===== src/sv/mlr_pkg.sv =====
// Shared widths, microcode types and the microprogram ROM for the line rasterizer.
// No dependencies; used by the datapath, the top level and the checker.
package mlr_pkg;

	localparam int CoordBits = 6;
	localparam int InDataW   = ((4 * CoordBits + 7) / 8) * 8;
	localparam int OutDataW  = ((2 * CoordBits + 7) / 8) * 8;
	localparam int DecW      = CoordBits + 3;
	localparam int CntW      = CoordBits + 1;
	localparam int IncW      = CoordBits + 2;

	typedef logic [CoordBits-1:0] coord_t;

	// microcode address space
	typedef logic [1:0] uaddr_t;
	localparam uaddr_t UA_WAIT  = 2'd0;
	localparam uaddr_t UA_SETUP = 2'd1;
	localparam uaddr_t UA_WALK  = 2'd2;

	typedef enum logic [1:0] {
		COND_ALWAYS,
		COND_IN_FIRE,
		COND_WALK_DONE
	} ucond_t;

	typedef struct packed {
		logic   in_ready;
		logic   load;
		logic   setup;
		logic   out_valid;
		ucond_t cond;
		uaddr_t tgt_true;
		uaddr_t tgt_false;
	} uword_t;

	// datapath controls and status between sequencer and datapath
	typedef struct packed {
		logic load;
		logic setup;
		logic step;
	} dp_ctrl_t;

	typedef struct packed {
		logic last;
	} dp_stat_t;

	// microprogram: wait for a segment, set up the walk, emit one pixel per beat
	function automatic uword_t urom(input uaddr_t addr);
		uword_t w;
		w = '{in_ready: 1'b0, load: 1'b0, setup: 1'b0, out_valid: 1'b0,
			cond: COND_ALWAYS, tgt_true: UA_WAIT, tgt_false: UA_WAIT};
		unique case (addr)
			UA_WAIT: begin
				w.in_ready  = 1'b1;
				w.load      = 1'b1;
				w.cond      = COND_IN_FIRE;
				w.tgt_true  = UA_SETUP;
				w.tgt_false = UA_WAIT;
			end
			UA_SETUP: begin
				w.setup     = 1'b1;
				w.cond      = COND_ALWAYS;
				w.tgt_true  = UA_WALK;
				w.tgt_false = UA_WALK;
			end
			UA_WALK: begin
				w.out_valid = 1'b1;
				w.cond      = COND_WALK_DONE;
				w.tgt_true  = UA_WAIT;
				w.tgt_false = UA_WALK;
			end
			default: begin
				w.cond      = COND_ALWAYS;
				w.tgt_true  = UA_WAIT;
				w.tgt_false = UA_WAIT;
			end
		endcase
		return w;
	endfunction

endpackage


===== src/sv/mlr_datapath.sv =====
// Datapath of the line rasterizer: endpoint ordering, slope setup and the midpoint walk.
// Depends on mlr_pkg; driven by the microcode sequencer in the top level.
module mlr_datapath import mlr_pkg::*; (
	input  logic     clk,
	input  logic     arst_n,
	input  dp_ctrl_t ctrl,
	input  coord_t   start_x,
	input  coord_t   start_y,
	input  coord_t   end_x,
	input  coord_t   end_y,
	output dp_stat_t stat,
	output coord_t   pixel_x,
	output coord_t   pixel_y
);

	coord_t                 ax_q, ay_q, bx_q, by_q;
	coord_t                 walk_x_q, walk_y_q;
	logic signed [DecW-1:0] decision_q;
	logic [CntW-1:0]        steps_left_q;
	logic [IncW-1:0]        inc_minor_q;
	logic signed [DecW-1:0] inc_diag_q;
	logic                   is_steep_q, y_down_q;

	logic                   swap;
	logic [CoordBits:0]     dx;
	logic signed [CoordBits:0] dy;
	coord_t                 ady, major, minor;
	logic                   steep;
	logic                   diag, step_x, step_y;
	logic signed [DecW-1:0] dec_add;

	// order endpoints so x never decreases
	assign swap = start_x > end_x;

	// slope setup from the ordered endpoints
	always_comb begin
		dx    = {1'b0, bx_q} - {1'b0, ax_q};
		dy    = $signed({1'b0, by_q}) - $signed({1'b0, ay_q});
		ady   = dy[CoordBits] ? coord_t'(-dy) : coord_t'(dy);
		steep = ady > dx[CoordBits-1:0];
		major = steep ? ady : dx[CoordBits-1:0];
		minor = steep ? dx[CoordBits-1:0] : ady;
	end

	// midpoint decision for one step
	always_comb begin
		diag    = decision_q > 0;
		step_x  = is_steep_q ? diag : 1'b1;
		step_y  = is_steep_q ? 1'b1 : diag;
		dec_add = diag ? inc_diag_q : $signed({1'b0, inc_minor_q});
	end

	always_ff @(posedge clk or negedge arst_n) begin
		if (!arst_n) begin
			ax_q         <= '0;
			ay_q         <= '0;
			bx_q         <= '0;
			by_q         <= '0;
			walk_x_q     <= '0;
			walk_y_q     <= '0;
			decision_q   <= '0;
			steps_left_q <= '0;
			inc_minor_q  <= '0;
			inc_diag_q   <= '0;
			is_steep_q   <= 1'b0;
			y_down_q     <= 1'b0;
		end else begin
			if (ctrl.load) begin
				ax_q <= swap ? end_x   : start_x;
				ay_q <= swap ? end_y   : start_y;
				bx_q <= swap ? start_x : end_x;
				by_q <= swap ? start_y : end_y;
			end
			if (ctrl.setup) begin
				walk_x_q     <= ax_q;
				walk_y_q     <= ay_q;
				is_steep_q   <= steep;
				y_down_q     <= dy[CoordBits];
				decision_q   <= $signed({2'b00, minor, 1'b0}) - $signed({3'b000, major});
				inc_minor_q  <= {1'b0, minor, 1'b0};
				inc_diag_q   <= $signed({2'b00, minor, 1'b0}) - $signed({2'b00, major, 1'b0});
				steps_left_q <= {1'b0, major};
			end else if (ctrl.step) begin
				decision_q   <= decision_q + dec_add;
				steps_left_q <= steps_left_q - CntW'(1);
				if (step_x)
					walk_x_q <= walk_x_q + coord_t'(1);
				if (step_y)
					walk_y_q <= y_down_q ? walk_y_q - coord_t'(1) : walk_y_q + coord_t'(1);
			end
		end
	end

	assign stat.last = steps_left_q == '0;
	assign pixel_x   = walk_x_q;
	assign pixel_y   = walk_y_q;

endmodule


===== src/sv/midpoint_line_rasterizer_unit.sv =====
// Midpoint line rasterizer: a microcode sequencer drives the walk datapath.
// Depends on mlr_pkg and mlr_datapath.
//
// Use: one beat on the s_axis channel carries a segment as two endpoints.
// The block orders the endpoints left to right and emits every pixel of the
// segment on m_axis, one beat per pixel in walking order, start and end
// included. tlast is high on the final pixel; a single point gives one beat
// with tlast set.
// The first pixel is offered after the segment beat is latched and ordered
// and the slope is then set up. Afterwards one pixel leaves per cycle while
// m_axis_tready is high.
// A new segment is taken only once the last pixel of the previous one has
// left, since the pixel walk loop of the sequencer runs to its end first.
// s_axis_tready is high only while the sequencer waits for a segment.
// A stall on m_axis holds the current pixel and the walk state unchanged.
// Reset clears the microprogram counter to the wait step; the block then takes a
// segment at once.
module midpoint_line_rasterizer_unit import mlr_pkg::*; (
	input  logic                clk,
	input  logic                arst_n,
	input  logic                s_axis_tvalid,
	output logic                s_axis_tready,
	input  logic [InDataW-1:0]  s_axis_tdata,   // start_x, start_y, end_x, end_y
	output logic                m_axis_tvalid,
	input  logic                m_axis_tready,
	output logic [OutDataW-1:0] m_axis_tdata,   // pixel_x, pixel_y, zero pad
	output logic                m_axis_tlast
);

	uaddr_t   upc_q, upc_next;
	uword_t   uw;
	logic     in_fire, out_fire, cond_hit;
	dp_ctrl_t ctrl;
	dp_stat_t stat;
	coord_t   pixel_x, pixel_y;

	assign uw = urom(upc_q);

	assign in_fire  = s_axis_tvalid & uw.in_ready;
	assign out_fire = uw.out_valid & m_axis_tready;

	always_comb begin
		unique case (uw.cond)
			COND_ALWAYS:    cond_hit = 1'b1;
			COND_IN_FIRE:   cond_hit = in_fire;
			COND_WALK_DONE: cond_hit = out_fire & stat.last;
			default:        cond_hit = 1'b1;
		endcase
		upc_next = cond_hit ? uw.tgt_true : uw.tgt_false;
	end

	always_ff @(posedge clk or negedge arst_n) begin
		if (!arst_n)
			upc_q <= UA_WAIT;
		else
			upc_q <= upc_next;
	end

	always_comb begin
		ctrl.load  = uw.load & in_fire;
		ctrl.setup = uw.setup;
		ctrl.step  = out_fire;
	end

	mlr_datapath u_dp (
		.clk     (clk),
		.arst_n  (arst_n),
		.ctrl    (ctrl),
		.start_x (s_axis_tdata[0*CoordBits +: CoordBits]),
		.start_y (s_axis_tdata[1*CoordBits +: CoordBits]),
		.end_x   (s_axis_tdata[2*CoordBits +: CoordBits]),
		.end_y   (s_axis_tdata[3*CoordBits +: CoordBits]),
		.stat    (stat),
		.pixel_x (pixel_x),
		.pixel_y (pixel_y)
	);

	assign s_axis_tready = uw.in_ready;
	assign m_axis_tvalid = uw.out_valid;
	assign m_axis_tdata  = OutDataW'({pixel_y, pixel_x});
	assign m_axis_tlast  = stat.last;

endmodule


===== config.mk =====
export PLATFORM = sky130hd
export DESIGN_NAME = midpoint_line_rasterizer_unit
export DESIGN_NICKNAME = d
export VERILOG_FILES = /design/src/sv/mlr_pkg.sv /design/src/sv/mlr_datapath.sv /design/src/sv/midpoint_line_rasterizer_unit.sv
export SDC_FILE = /design/constraint.sdc
export NUM_CORES = 1
export LEC_CHECK = 0
export BUFFER_PORTS_ARGS = -buffer_cell sky130_fd_sc_hd__buf_2
export CAP_MARGIN = 20
export CORE_UTILIZATION = 55
export DETAILED_ROUTE_END_ITERATION = 16
export HOLD_SLACK_MARGIN = 0.05
export PLACE_DENSITY = 0.77
export SLEW_MARGIN = 20
export SYNTH_ARGS = -nofsm -noshare
export SYNTH_HDL_FRONTEND = slang
export SYNTH_SLANG_ARGS = --single-unit

===== constraint.sdc =====
create_clock -name clk -period 13.45 [get_ports clk]
set_input_delay 2.69 -clock clk [delete_from_list [all_inputs] [get_ports clk]]
set_output_delay 2.69 -clock clk [all_outputs]
set_load 0.005 [all_outputs]

==> flow_metrics.py, run 1 <==
metrics = {
    "run_status": {
        "result_of_the_run": "complete, no violations",
    },
    "drt": {
        "drc": 0,
        "post_drt_via_cell_ratio": 5.676,
        "route.detailed.wl_per_inst_um": 16.04,
        "drt.antenna.violating_nets": 0,
        "detailedRoute.firstPassIterationCount": 4,
        "detailedRoute.firstIterationViolations": 183,
        "route.vias.total": 4206,
        "wirelength_mm": 11.88,
    },
    "setup_path": {
        "critical_path.reg2reg.endpoint": "u_dp.decision_q[7]",
        "cp_data_arrival_time_ps": 6310,
        "crit_fanout": 18,
        "r2r-start": "u_dp.by_q[0]",
        "criticalPathCategory": "reg2reg",
        "crit_path_start_kind": "flop",
        "cp_common_cell": "sky130_fd_sc_hd__ha_1",
        "ff2ff_path_depth": 22,
        "crit_chain": "inv_1 > ha_1 > fa_1 > ha_1 > nand3_1 > mux2i_1 > or3b_1 > a21oi_1 > or2_4 > inv_1 > ha_1 > nand4_1 > nor2_2 > a31o_1 > mux2i_1 > ha_1 > nand3_1 > nor2_1 > a2111oi_0 > a21o_1 > o2111ai_1 > a21oi_1",
        "timing.critical_path.to_type": "flop",
        "timing.reg2reg.setup_slack_ps": 7420,
        "cpPeakStageDelay_ps": 630,
        "critical_path_s_slowest_cell": "sky130_fd_sc_hd__a2111oi_0",
        "required_ps": 13730,
    },
    "synth": {
        "number_of_distinct_library_cell_variants_in_the_gate_level_netlist_after_synthesis": 75,
        "async_reset_ff_share_pct": 100.0,
        "synth_xor_xnor_area_share_pct": 7.303,
        "post_synth_instance_area_um2": 5345,
        "ys.warnings.count": 0,
        "combinational_family_with_the_most_area_after_synthesis": "compound AO/OA/AOI/OAI gates",
        "syn_avg_cell_area_um2": 9.328,
        "synth-adder-area-share_pct": 12.87,
        "synth_simple_gate_area_share_pct": 14.19,
        "ys_ff_latch": 69,
        "synth_ff_type": "sky130_fd_sc_hd__dfrtp_1",
        "synth-edff-count": 0,
        "synth_sequential_area_ratio_pct": 32.30,
        "compound_gate_fraction_of_synth_area_pct": 17.91,
        "library_cell_occupying_the_most_area_in_the_post_synthesis_netlist": "sky130_fd_sc_hd__dfrtp_1",
        "synthesis.instances": 573,
        "synth_area_leaders": "sky130_fd_sc_hd__dfrtp_1 (32%), sky130_fd_sc_hd__ha_1 (11%), sky130_fd_sc_hd__mux2i_1 (6.6%), sky130_fd_sc_hd__a21oi_1 (5.6%), sky130_fd_sc_hd__xnor2_1 (4.3%)",
        "synth.mux.area_fraction_pct": 9.972,
        "synthDominantCellAreaShare_pct": 32.30,
    },
    "cells_and_area": {
        "multiInputGateArea_um2": 3363,
        "antennaDiodeCount": 0,
        "num-nets-final": 687,
        "seq_area_um2": 1727,
        "areaGrowthSynthToFinish_pct": 9.106,
        "drive_gt1_share_pct": 18.14,
        "n_fill_cell": 820,
    },
    "floorplan": {
        "ioPinCount": 47,
        "placeableCoreArea_um2": 9328,
        "die_height_um": 100.6,
        "floorplan_die_width_um": 100.6,
        "row_count": 35,
        "design.die.area_um2": 10120,
        "initial_core_utilization_pct": 57.30,
    },
    "global_routing": {
        "grt_antenna_before_repair": 0,
        "grt-ovfl-total": 0,
        "grt.total_usage_pct": 25.07,
        "first_pass_grt_wire_length_mm": 19.61,
        "grt_start_max_net_pins": 70,
        "first_global_vias": 4096,
    },
    "clocking": {
        "source_to_sink_clock_delay_at_the_later_pin_of_the_worst_skew_pair_ps": 360,
        "ctsHoldBuffers": 0,
        "htree_num_levels": 3,
        "clk_transition_reported_paths_ps": 70,
        "ctsRootBufferMaster": "sky130_fd_sc_hd__clkbuf_8",
        "cts.sinks": 69,
        "cts_resized": 0,
        "clockBufferDepth": 2,
        "numCtsBuffers": 9,
        "post-cts-setup-buffers": 0,
        "tritoncts": "built",
    },
    "placement": {
        "detailedPlacementHpwl_mm": 9.037,
        "gp_routability_congestion": 0.8676,
        "io_buffer_count": 42,
    },
    "timing": {
        "timing.clock.skew_ps": 10.89,
        "final.period_utilization_pct": 44.84,
        "slew_headroom_pct": 29.10,
        "final-hold-violation-count": 0,
        "setup_repair_after_global_routing_missed_its_margin": "no",
        "tightestPinTransition_ps": 1060,
        "finalSetupViolations": 0,
        "max_clock_freq_ghz": 0.1658,
        "layout_min_cycle_time_ps": 6032,
        "timing.setup.tns_ps": 0,
        "maxSlewViolCount": 0,
    },
    "hold_path": {
        "holdPathEnd": "u_dp.inc_diag_q[4]",
        "timing.hold.worst.class": "reg2reg",
        "holdPathStages": 1,
        "worstHoldStart": "u_dp.inc_diag_q[4]",
    },
    "job": {
        "max-cap-violations": 0,
    },
}
==> cell usage in the layout, fill, tap and decap left out, types with 14 or more instances in the layout <==
| cell type | Yosys | routed |
|---|---|---|
| sky130_fd_sc_hd__inv_1 | 45 | 45 |
| sky130_fd_sc_hd__ha_1 | 47 | 46 |
| sky130_fd_sc_hd__mux2i_1 | 35 | 35 |
| sky130_fd_sc_hd__nand2_1 | 35 | 35 |
| sky130_fd_sc_hd__a21o_1 | 14 | 14 |
| sky130_fd_sc_hd__dfrtp_1 | 69 | 69 |
| sky130_fd_sc_hd__nor2_1 | 50 | 50 |
| sky130_fd_sc_hd__buf_2 | 2 | 42 |
| sky130_fd_sc_hd__a21oi_1 | 60 | 60 |
| sky130_fd_sc_hd__o21ai_0 | 22 | 22 |
| sky130_fd_sc_hd__mux2_2 | 15 | 15 |
| sky130_fd_sc_hd__xnor2_1 | 26 | 26 |
==> worst max-delay path, delay by kind of cell (launching register included) <==
family	cells	cell delay (ps)
fa+ha+maj	5	1650
buf+inv	2	100
simple gates	7	1200
compound gates	6	2080
mux	2	560
flops	1	360
==> per-stage QoR <==
step                instances  hold WS, ps  setup slack [ps]  area (µm²)  util [%]
floorplan                 576        447.6              8157        5356         -
global placement          725        487.5              7723        5653     60.60
detailed placement        725        503.2              7579        5653     60.60
CTS                       741        518.2              7541        5832     62.52
global route              741        538.8              7003        5832     62.52
finish                    741        515.7              7418        5832     62.52
==> final cells by class <==
type | instances | share of cell area, %
clock buffers | 13 | 2.725
clock inverters | 3 | 0.3433
inverters | 45 | 2.896
multi-input cells | 437 | 57.67
flip-flops and latches | 69 | 29.61
well taps | 129 | 2.768
repair buffers | 45 | 3.991
==> worst max path at each step <==
stage / end / slack, ps / cells after the start / startpoint
after CTS: u_dp.decision_q[7] / 7540 / 21 / u_dp.ay_q[0]
after floorplan: u_dp.decision_q[7] / 8160 / 23 / u_dp.ay_q[0]
after detailed placement: u_dp.decision_q[7] / 7580 / 22 / u_dp.by_q[0]
after global placement: u_dp.decision_q[7] / 7720 / 21 / u_dp.ay_q[0]
after global routing: u_dp.decision_q[5] / 7000 / 22 / u_dp.by_q[0]
final: u_dp.decision_q[7] / 7420 / 22 / u_dp.by_q[0]
==> sequential cells by signal, summed over array words and instances (netlist names) <==
signal,cells
u_dp.pixel_y,6
u_dp.ax_q,6
upc_q,2
u_dp.pixel_x,6
u_dp.inc_minor_q,6
u_dp.bx_q,6
u_dp.is_steep_q,1
u_dp.by_q,6
u_dp.y_down_q,1
u_dp.ay_q,6
u_dp.steps_left_q,7
u_dp.decision_q,9
u_dp.inc_diag_q,7
==> metal layers <==
| metal | routed length (µm) | share of wire [%] | GRT usage [%] | vias up |
|---|---|---|---|---|
| li1 | - | - | - | 2070 |
| met1 | 5293 | 45 | 31.76 | 1995 |
| met2 | 5745 | 48 | 41.89 | 116 |
| met3 | 495 | 4.2 | 4.785 | 25 |
| met4 | 350 | 2.9 | 10.81 | 0 |
| met5 | 0 | 0 | 0 | - |
==> cells by family (layout without fill, tap and decap cells) <==
group	after synthesis	in the layout
simple gates	148	148
mux	51	51
flops	69	69
other cells	1	4
fa+ha+maj	52	52
xor+xnor	42	42
buf+inv	70	106
compound gates	140	140
==> cells in the mapped netlist, types with 3 or more instances <==
cell,n
sky130_fd_sc_hd__a211oi_1,7
sky130_fd_sc_hd__a21o_1,14
sky130_fd_sc_hd__a21oi_1,60
sky130_fd_sc_hd__and2_1,4
sky130_fd_sc_hd__buf_4,4
sky130_fd_sc_hd__clkbuf_1,18
sky130_fd_sc_hd__dfrtp_1,69
sky130_fd_sc_hd__fa_1,5
sky130_fd_sc_hd__ha_1,47
sky130_fd_sc_hd__inv_1,45
sky130_fd_sc_hd__mux2_2,15
sky130_fd_sc_hd__mux2i_1,35
sky130_fd_sc_hd__nand2_1,35
sky130_fd_sc_hd__nand2b_1,3
sky130_fd_sc_hd__nand3_1,9
sky130_fd_sc_hd__nor2_1,50
sky130_fd_sc_hd__nor2_2,5
sky130_fd_sc_hd__nor2b_1,4
sky130_fd_sc_hd__nor3_1,8
sky130_fd_sc_hd__nor3_2,4
sky130_fd_sc_hd__nor4_1,5
sky130_fd_sc_hd__o21ai_0,22
sky130_fd_sc_hd__xnor2_1,26
sky130_fd_sc_hd__xor2_1,13
Power of run 1 is not shown: default switching activity piles up to over one toggle a cycle in this logic, so the estimate is an artifact.
==> run 2: changes to the inputs <==
- ABC_AREA: not set -> 1
- clock period: 13.45 -> 5.8 ns (I/O delays scaled with it)
==> flow_metrics.py, run 2 <==
metrics = {
    "cells_and_area": {
        "largest_reg_flops": 9,
        "final_common_cell": "sky130_fd_sc_hd__nand2_1",
        "areaGrowthSynthToFinish_pct": 8.788,
        "num-nets-final": 842,
        "top_regs": "u_dp.decision_q x9, u_dp.inc_diag_q x7, u_dp.steps_left_q x7",
        "biggest_register": "u_dp.decision_q",
        "mostFrequentLayoutCells": "sky130_fd_sc_hd__nand2_1 (165), sky130_fd_sc_hd__inv_1 (100), sky130_fd_sc_hd__o21ai_0 (79)",
        "drive_gt1_share_pct": 12.52,
        "antennaDiodeCount": 0,
    },
    "clocking": {
        "numCtsBuffers": 9,
        "cts.sinks": 69,
        "cts_resized": 0,
        "ctsRootBufferMaster": "sky130_fd_sc_hd__clkbuf_8",
        "clockBufferDepth": 2,
        "post-cts-setup-buffers": 0,
        "source_to_sink_clock_delay_at_the_later_pin_of_the_worst_skew_pair_ps": 350,
        "ctsHoldBuffers": 0,
        "tritoncts": "built",
        "clk_transition_reported_paths_ps": 80,
        "htree_num_levels": 3,
    },
    "setup_path": {
        "cpPeakStageDelay_ps": 560,
        "crit_fanout": 15,
        "criticalPathCategory": "reg2reg",
        "critical_path_s_slowest_cell": "sky130_fd_sc_hd__fa_1",
        "timing.critical_path.to_type": "flop",
        "cp_data_arrival_time_ps": 4780,
        "cp_common_cell": "sky130_fd_sc_hd__nand2_1",
        "crit_path_start_kind": "flop",
        "required_ps": 6040,
    },
    "synth": {
        "synth_sequential_area_ratio_pct": 32.17,
        "yosys.cell_count.top_type": "sky130_fd_sc_hd__nand2_1",
        "async_reset_ff_share_pct": 100.0,
        "number_of_distinct_library_cell_variants_in_the_gate_level_netlist_after_synthesis": 47,
        "syn_avg_cell_area_um2": 7.363,
        "synthesis.instances": 729,
        "synth-edff-count": 0,
        "synth.cells.most_frequent": "sky130_fd_sc_hd__nand2_1 (165), sky130_fd_sc_hd__inv_1 (100), sky130_fd_sc_hd__o21ai_0 (79)",
        "ys_ff_latch": 69,
        "post_synth_instance_area_um2": 5368,
        "synthDominantCellAreaShare_pct": 32.17,
        "library_cell_occupying_the_most_area_in_the_post_synthesis_netlist": "sky130_fd_sc_hd__dfrtp_1",
        "synth_ff_type": "sky130_fd_sc_hd__dfrtp_1",
        "ys.warnings.count": 0,
        "synth_area_leaders": "sky130_fd_sc_hd__dfrtp_1 (32%), sky130_fd_sc_hd__nand2_1 (12%), sky130_fd_sc_hd__ha_1 (11%), sky130_fd_sc_hd__o21ai_0 (7.4%), sky130_fd_sc_hd__inv_1 (7.0%)",
    },
    "floorplan": {
        "design.die.area_um2": 10160,
        "placeableCoreArea_um2": 9328,
        "die_height_um": 100.8,
        "row_count": 35,
        "floorplan_die_width_um": 100.8,
        "initial_core_utilization_pct": 57.55,
        "ioPinCount": 47,
    },
    "global_routing": {
        "grt.total_usage_pct": 26.37,
        "grt_antenna_before_repair": 0,
        "grt_start_max_net_pins": 70,
        "grt-ovfl-total": 0,
        "first_pass_grt_wire_length_mm": 21.27,
        "first_global_vias": 4671,
    },
    "hold_path": {
        "timing.hold.worst.class": "reg2reg",
    },
    "timing": {
        "finalSetupViolations": 0,
        "tightestPinTransition_ps": 873.6,
        "maxSlewViolCount": 0,
        "timing.setup.tns_ps": 0,
        "layout_min_cycle_time_ps": 4537,
        "timing.clock.skew_ps": 12.17,
        "slew_headroom_pct": 41.76,
        "max_clock_freq_ghz": 0.2204,
        "final-hold-violation-count": 0,
        "final.period_utilization_pct": 78.23,
        "setup_repair_after_global_routing_missed_its_margin": "no",
    },
    "job": {
        "max-cap-violations": 0,
    },
    "drt": {
        "drc": 0,
        "detailedRoute.firstPassIterationCount": 5,
        "detailedRoute.firstIterationViolations": 268,
        "route.vias.total": 4925,
        "wirelength_mm": 12.44,
        "drt.antenna.violating_nets": 0,
        "route.detailed.wl_per_inst_um": 13.88,
        "post_drt_via_cell_ratio": 5.497,
    },
    "placement": {
        "gp_routability_congestion": 0.9374,
        "detailedPlacementHpwl_mm": 9.250,
        "io_buffer_count": 42,
    },
    "run_status": {
        "result_of_the_run": "complete, no violations",
    },
}
==> run 2: changes by cell type after synthesis, moves of 12 or more <==
cell and change:
sky130_fd_sc_hd__mux2i_1 -35, sky130_fd_sc_hd__nand2_1 +130, sky130_fd_sc_hd__inv_1 +55, sky130_fd_sc_hd__o22ai_1 +13, sky130_fd_sc_hd__a21o_1 -12, sky130_fd_sc_hd__a21oi_1 -25
sky130_fd_sc_hd__xnor2_1 -19, sky130_fd_sc_hd__mux2_2 -12, sky130_fd_sc_hd__o21ai_0 +57, sky130_fd_sc_hd__nand3_1 +26
==> run 2: final timing paths <==
check                                   start                 end  slack, ps  cells after the start
min in group asynchronous              arst_n  u_dp.inc_diag_q[2]       1020                      2
max in group asynchronous              arst_n        u_dp.ax_q[2]       4220                      2
hold / removal             u_dp.inc_diag_q[6]  u_dp.inc_diag_q[6]        490                      2
setup reg to reg                 u_dp.ay_q[0]  u_dp.decision_q[5]       1260                     27
setup / recovery                 u_dp.ay_q[0]  u_dp.decision_q[5]       1260                     27
hold reg to reg            u_dp.inc_diag_q[6]  u_dp.inc_diag_q[6]        490                      2
==> run 2: kinds of logic after synthesis <==
group	count (synthesis)	synth area share, %
xor gates and xnor gates	19	3.100
adders and majority gates	52	12.82
muxes	3	0.6293
and+or+nand+nor	290	24.17
AOI/OAI and AO/OA	166	17.34
DFF	69	32.17
other	1	0.06986
buffers and inverters	129	9.697
==> run 2: area by class of cell <==
| class | count | area (µm²) |
|---|---|---|
| Fill cell | 863 | 3488 |
| Multi-Input combinational cell | 534 | 3132 |
| Sequential cell | 69 | 1727 |
| Inverter | 103 | 386.6 |
| Timing Repair Buffer | 45 | 232.7 |
| Tap cell | 129 | 161.4 |
| Clock buffer | 10 | 137.6 |
| Clock inverter | 6 | 62.56 |
==> run 2: through the flow <==
step	hold slack (ps)	setup WS (ps)	utilization, %	instances	instance area (µm²)
6_report	485.5	1263	62.60	896	5839
3_3_place_gp	458.5	1516	60.46	880	5639
4_1_cts	489.5	1294	62.60	896	5839
5_1_grt	517.4	936.6	62.60	896	5839
3_5_place_dp	468.3	1373	60.46	880	5639
2_1_floorplan	443.5	1789	-	732	5379
==> run 2: routing by layer <==
metal	wire length, µm	track usage (%)	vias to the layer above
li1	-	-	2452
met1	5764	34.21	2321
met2	5927	44.68	134
met3	491	4.369	18
met4	250	9.142	0
met5	0	0	-
==> run 2: worst max-delay path, delay by kind of cell (launching register included) <==
| family | cells | cell delay [ps] |
|---|---|---|
| flops | 1 | 410 |
| simple gates | 16 | 1410 |
| fa+ha+maj | 5 | 1670 |
| buf+inv | 3 | 150 |
| compound gates | 3 | 810 |
Power of run 2 is left out for the same reason.
==> run 3: changes to the inputs <==
- PLACE_DENSITY: 0.77 -> 0.8
- clock period: 5.8 -> 3.7 ns (I/O delays scaled with it)
==> flow_metrics.py, run 3 (synthesized netlist as in run 2, its figures left out) <==
metrics = {
    "drt": {
        "route.detailed.wl_per_inst_um": 16.83,
        "detailedRoute.firstIterationViolations": 491,
        "detailedRoute.firstPassIterationCount": 5,
        "route.vias.total": 5631,
        "drc": 0,
        "post_drt_via_cell_ratio": 5.717,
        "drt.antenna.violating_nets": 0,
        "wirelength_mm": 16.58,
    },
    "global_routing": {
        "grt_antenna_before_repair": 0,
        "global_route.peak_usage_layer": "met2",
        "groute.layer.met3.usage_pct": 6.657,
        "first_pass_grt_wire_length_mm": 25.74,
        "grt_start_max_net_pins": 41,
        "gr-usage-met2_pct": 56.06,
        "grt-ovfl-total": 0,
        "first_global_vias": 5479,
        "grtUsageMet1_pct": 39.11,
        "grt.total_usage_pct": 32.77,
    },
    "setup_path": {
        "r2r-start": "u_dp.ay_q[0]",
        "cp_common_cell": "sky130_fd_sc_hd__nand2_2",
        "timing.reg2reg.setup_slack_ps": -490,
        "criticalPathCategory": "reg2reg",
        "timing.critical_path.to_type": "flop",
        "critical_path.reg2reg.endpoint": "u_dp.decision_q[5]",
        "ff2ff_path_depth": 31,
        "crit_fanout": 8,
        "cpPeakStageDelay_ps": 420,
        "required_ps": 3960,
        "crit_path_start_kind": "flop",
        "critical_path_s_slowest_cell": "sky130_fd_sc_hd__dfrtp_1",
        "startpoint": "u_dp.ay_q[0]",
        "cp_data_arrival_time_ps": 4440,
    },
    "clocking": {
        "clockBufferDepth": 2,
        "clk_transition_reported_paths_ps": 80,
        "ctsRootBufferMaster": "sky130_fd_sc_hd__clkbuf_8",
        "tritoncts": "built",
        "source_to_sink_clock_delay_at_the_later_pin_of_the_worst_skew_pair_ps": 360,
        "numCtsBuffers": 9,
        "cts.sinks": 69,
        "htree_num_levels": 3,
    },
    "floorplan": {
        "die_height_um": 100.8,
        "row_count": 35,
        "floorplan_die_width_um": 100.8,
        "ioPinCount": 47,
        "initial_core_utilization_pct": 57.55,
        "design.die.area_um2": 10160,
        "placeableCoreArea_um2": 9328,
    },
    "placement": {
        "io_buffer_count": 42,
        "detailedPlacementHpwl_mm": 10.98,
        "post-place-ws_ps": -391.3,
        "gp_routability_congestion": 1.010,
    },
    "hold_path": {
        "timing.hold.worst.class": "in2async",
    },
    "cells_and_area": {
        "antennaDiodeCount": 0,
        "final_common_cell": "sky130_fd_sc_hd__nand2_1",
        "areaGrowthSynthToFinish_pct": 29.46,
        "num-nets-final": 931,
        "top_regs": "u_dp.decision_q x9, u_dp.inc_diag_q x7, u_dp.steps_left_q x7",
        "biggest_register": "u_dp.decision_q",
        "mostFrequentLayoutCells": "sky130_fd_sc_hd__nand2_1 (141), sky130_fd_sc_hd__inv_1 (94), sky130_fd_sc_hd__buf_4 (86)",
        "drive_gt1_share_pct": 29.44,
        "largest_reg_flops": 9,
    },
    "timing": {
        "setup_repair_after_global_routing_missed_its_margin": "yes",
        "final.period_utilization_pct": 113.1,
        "slew_headroom_pct": 43.02,
        "layout_min_cycle_time_ps": 4186,
        "finalSetupViolations": 16,
        "final-hold-violation-count": 0,
        "max_clock_freq_ghz": 0.2389,
        "post-route-worst-setup-slack_ps": -486.2,
        "timing.clock.skew_ps": 10.09,
        "tightestPinTransition_ps": 850.7,
        "maxSlewViolCount": 0,
    },
    "run_status": {
        "failed_checks": "setup timing",
        "result_of_the_run": "complete, but fails checks",
    },
    "job": {
        "max-cap-violations": 0,
    },
}
==> run 3: cell count changes in the layout (fill, tap and decap cells not counted), moves of 7 or more <==
| cell | before | now |
|---|---|---|
| sky130_fd_sc_hd__buf_4 | 3 | 86 |
| sky130_fd_sc_hd__nand2_1 | 165 | 141 |
| sky130_fd_sc_hd__nand2_2 | 7 | 27 |
| sky130_fd_sc_hd__ha_1 | 47 | 35 |
| sky130_fd_sc_hd__ha_4 | 0 | 11 |
| sky130_fd_sc_hd__nand3_1 | 35 | 28 |
==> run 3: layout make-up <==
cell class / instances / area [µm²]
sequential: 69 / 1727
fill: 632 / 2379
clock buffer: 9 / 123.9
multi-input combinational: 535 / 3551
tap: 129 / 161.4
timing repair buffer: 133 / 920.9
inverter: 103 / 390.4
clock inverter: 7 / 75.07
==> run 3: worst max path at each step <==
stage                         end  slack, ps  cells past startpoint
6_report       u_dp.decision_q[5]       -490                     31
4_1_cts        u_dp.decision_q[5]       -160                     30
3_3_place_gp   u_dp.decision_q[6]       -170                     28
3_5_place_dp   u_dp.decision_q[5]       -390                     30
5_1_grt        u_dp.decision_q[5]       -630                     31
2_1_floorplan  u_dp.decision_q[5]       -160                     31
==> run 3: worst max-delay path, delay by kind of cell, from the launching register on <==
family | cells | cell delay [ps]
DFF | 1 | 420
adders and majority gates | 4 | 1100
AOI/OAI and AO/OA | 3 | 540
and+or+nand+nor | 19 | 1600
buffers and inverters | 5 | 440
==> run 3: stage by stage <==
step,instance area [µm²],utilization (%),instances,TNS (ps),hold WS (ps)
2_1_floorplan,5503,-,732,-671.5,443.5
3_3_place_gp,6248,66.99,943,-1202,460.0
3_5_place_dp,6248,66.99,943,-3515,465.0
4_1_cts,6724,72.09,978,-1043,421.1
5_1_grt,6949,74.50,985,-7075,449.0
6_report,6949,74.50,985,-4630,395.5
==> run 3: per-layer routing <==
layer | share of wire [%] | vias to the layer above
met5 | 0 | -
met4 | 4.3 | 0
met3 | 7.1 | 73
met2 | 49 | 287
met1 | 39 | 2639
li1 | - | 2632
==> run 3: what timing repair did <==
action | in CTS | in global routing
cloned | 1 | 0
buffers inserted | 18 | 9
pin swaps | 30 | 32
hold buffers | 0 | 0
resized for setup | 32 | 45
setup endpoints to repair | 14 | 16
Power of run 3 is left out for the same reason.
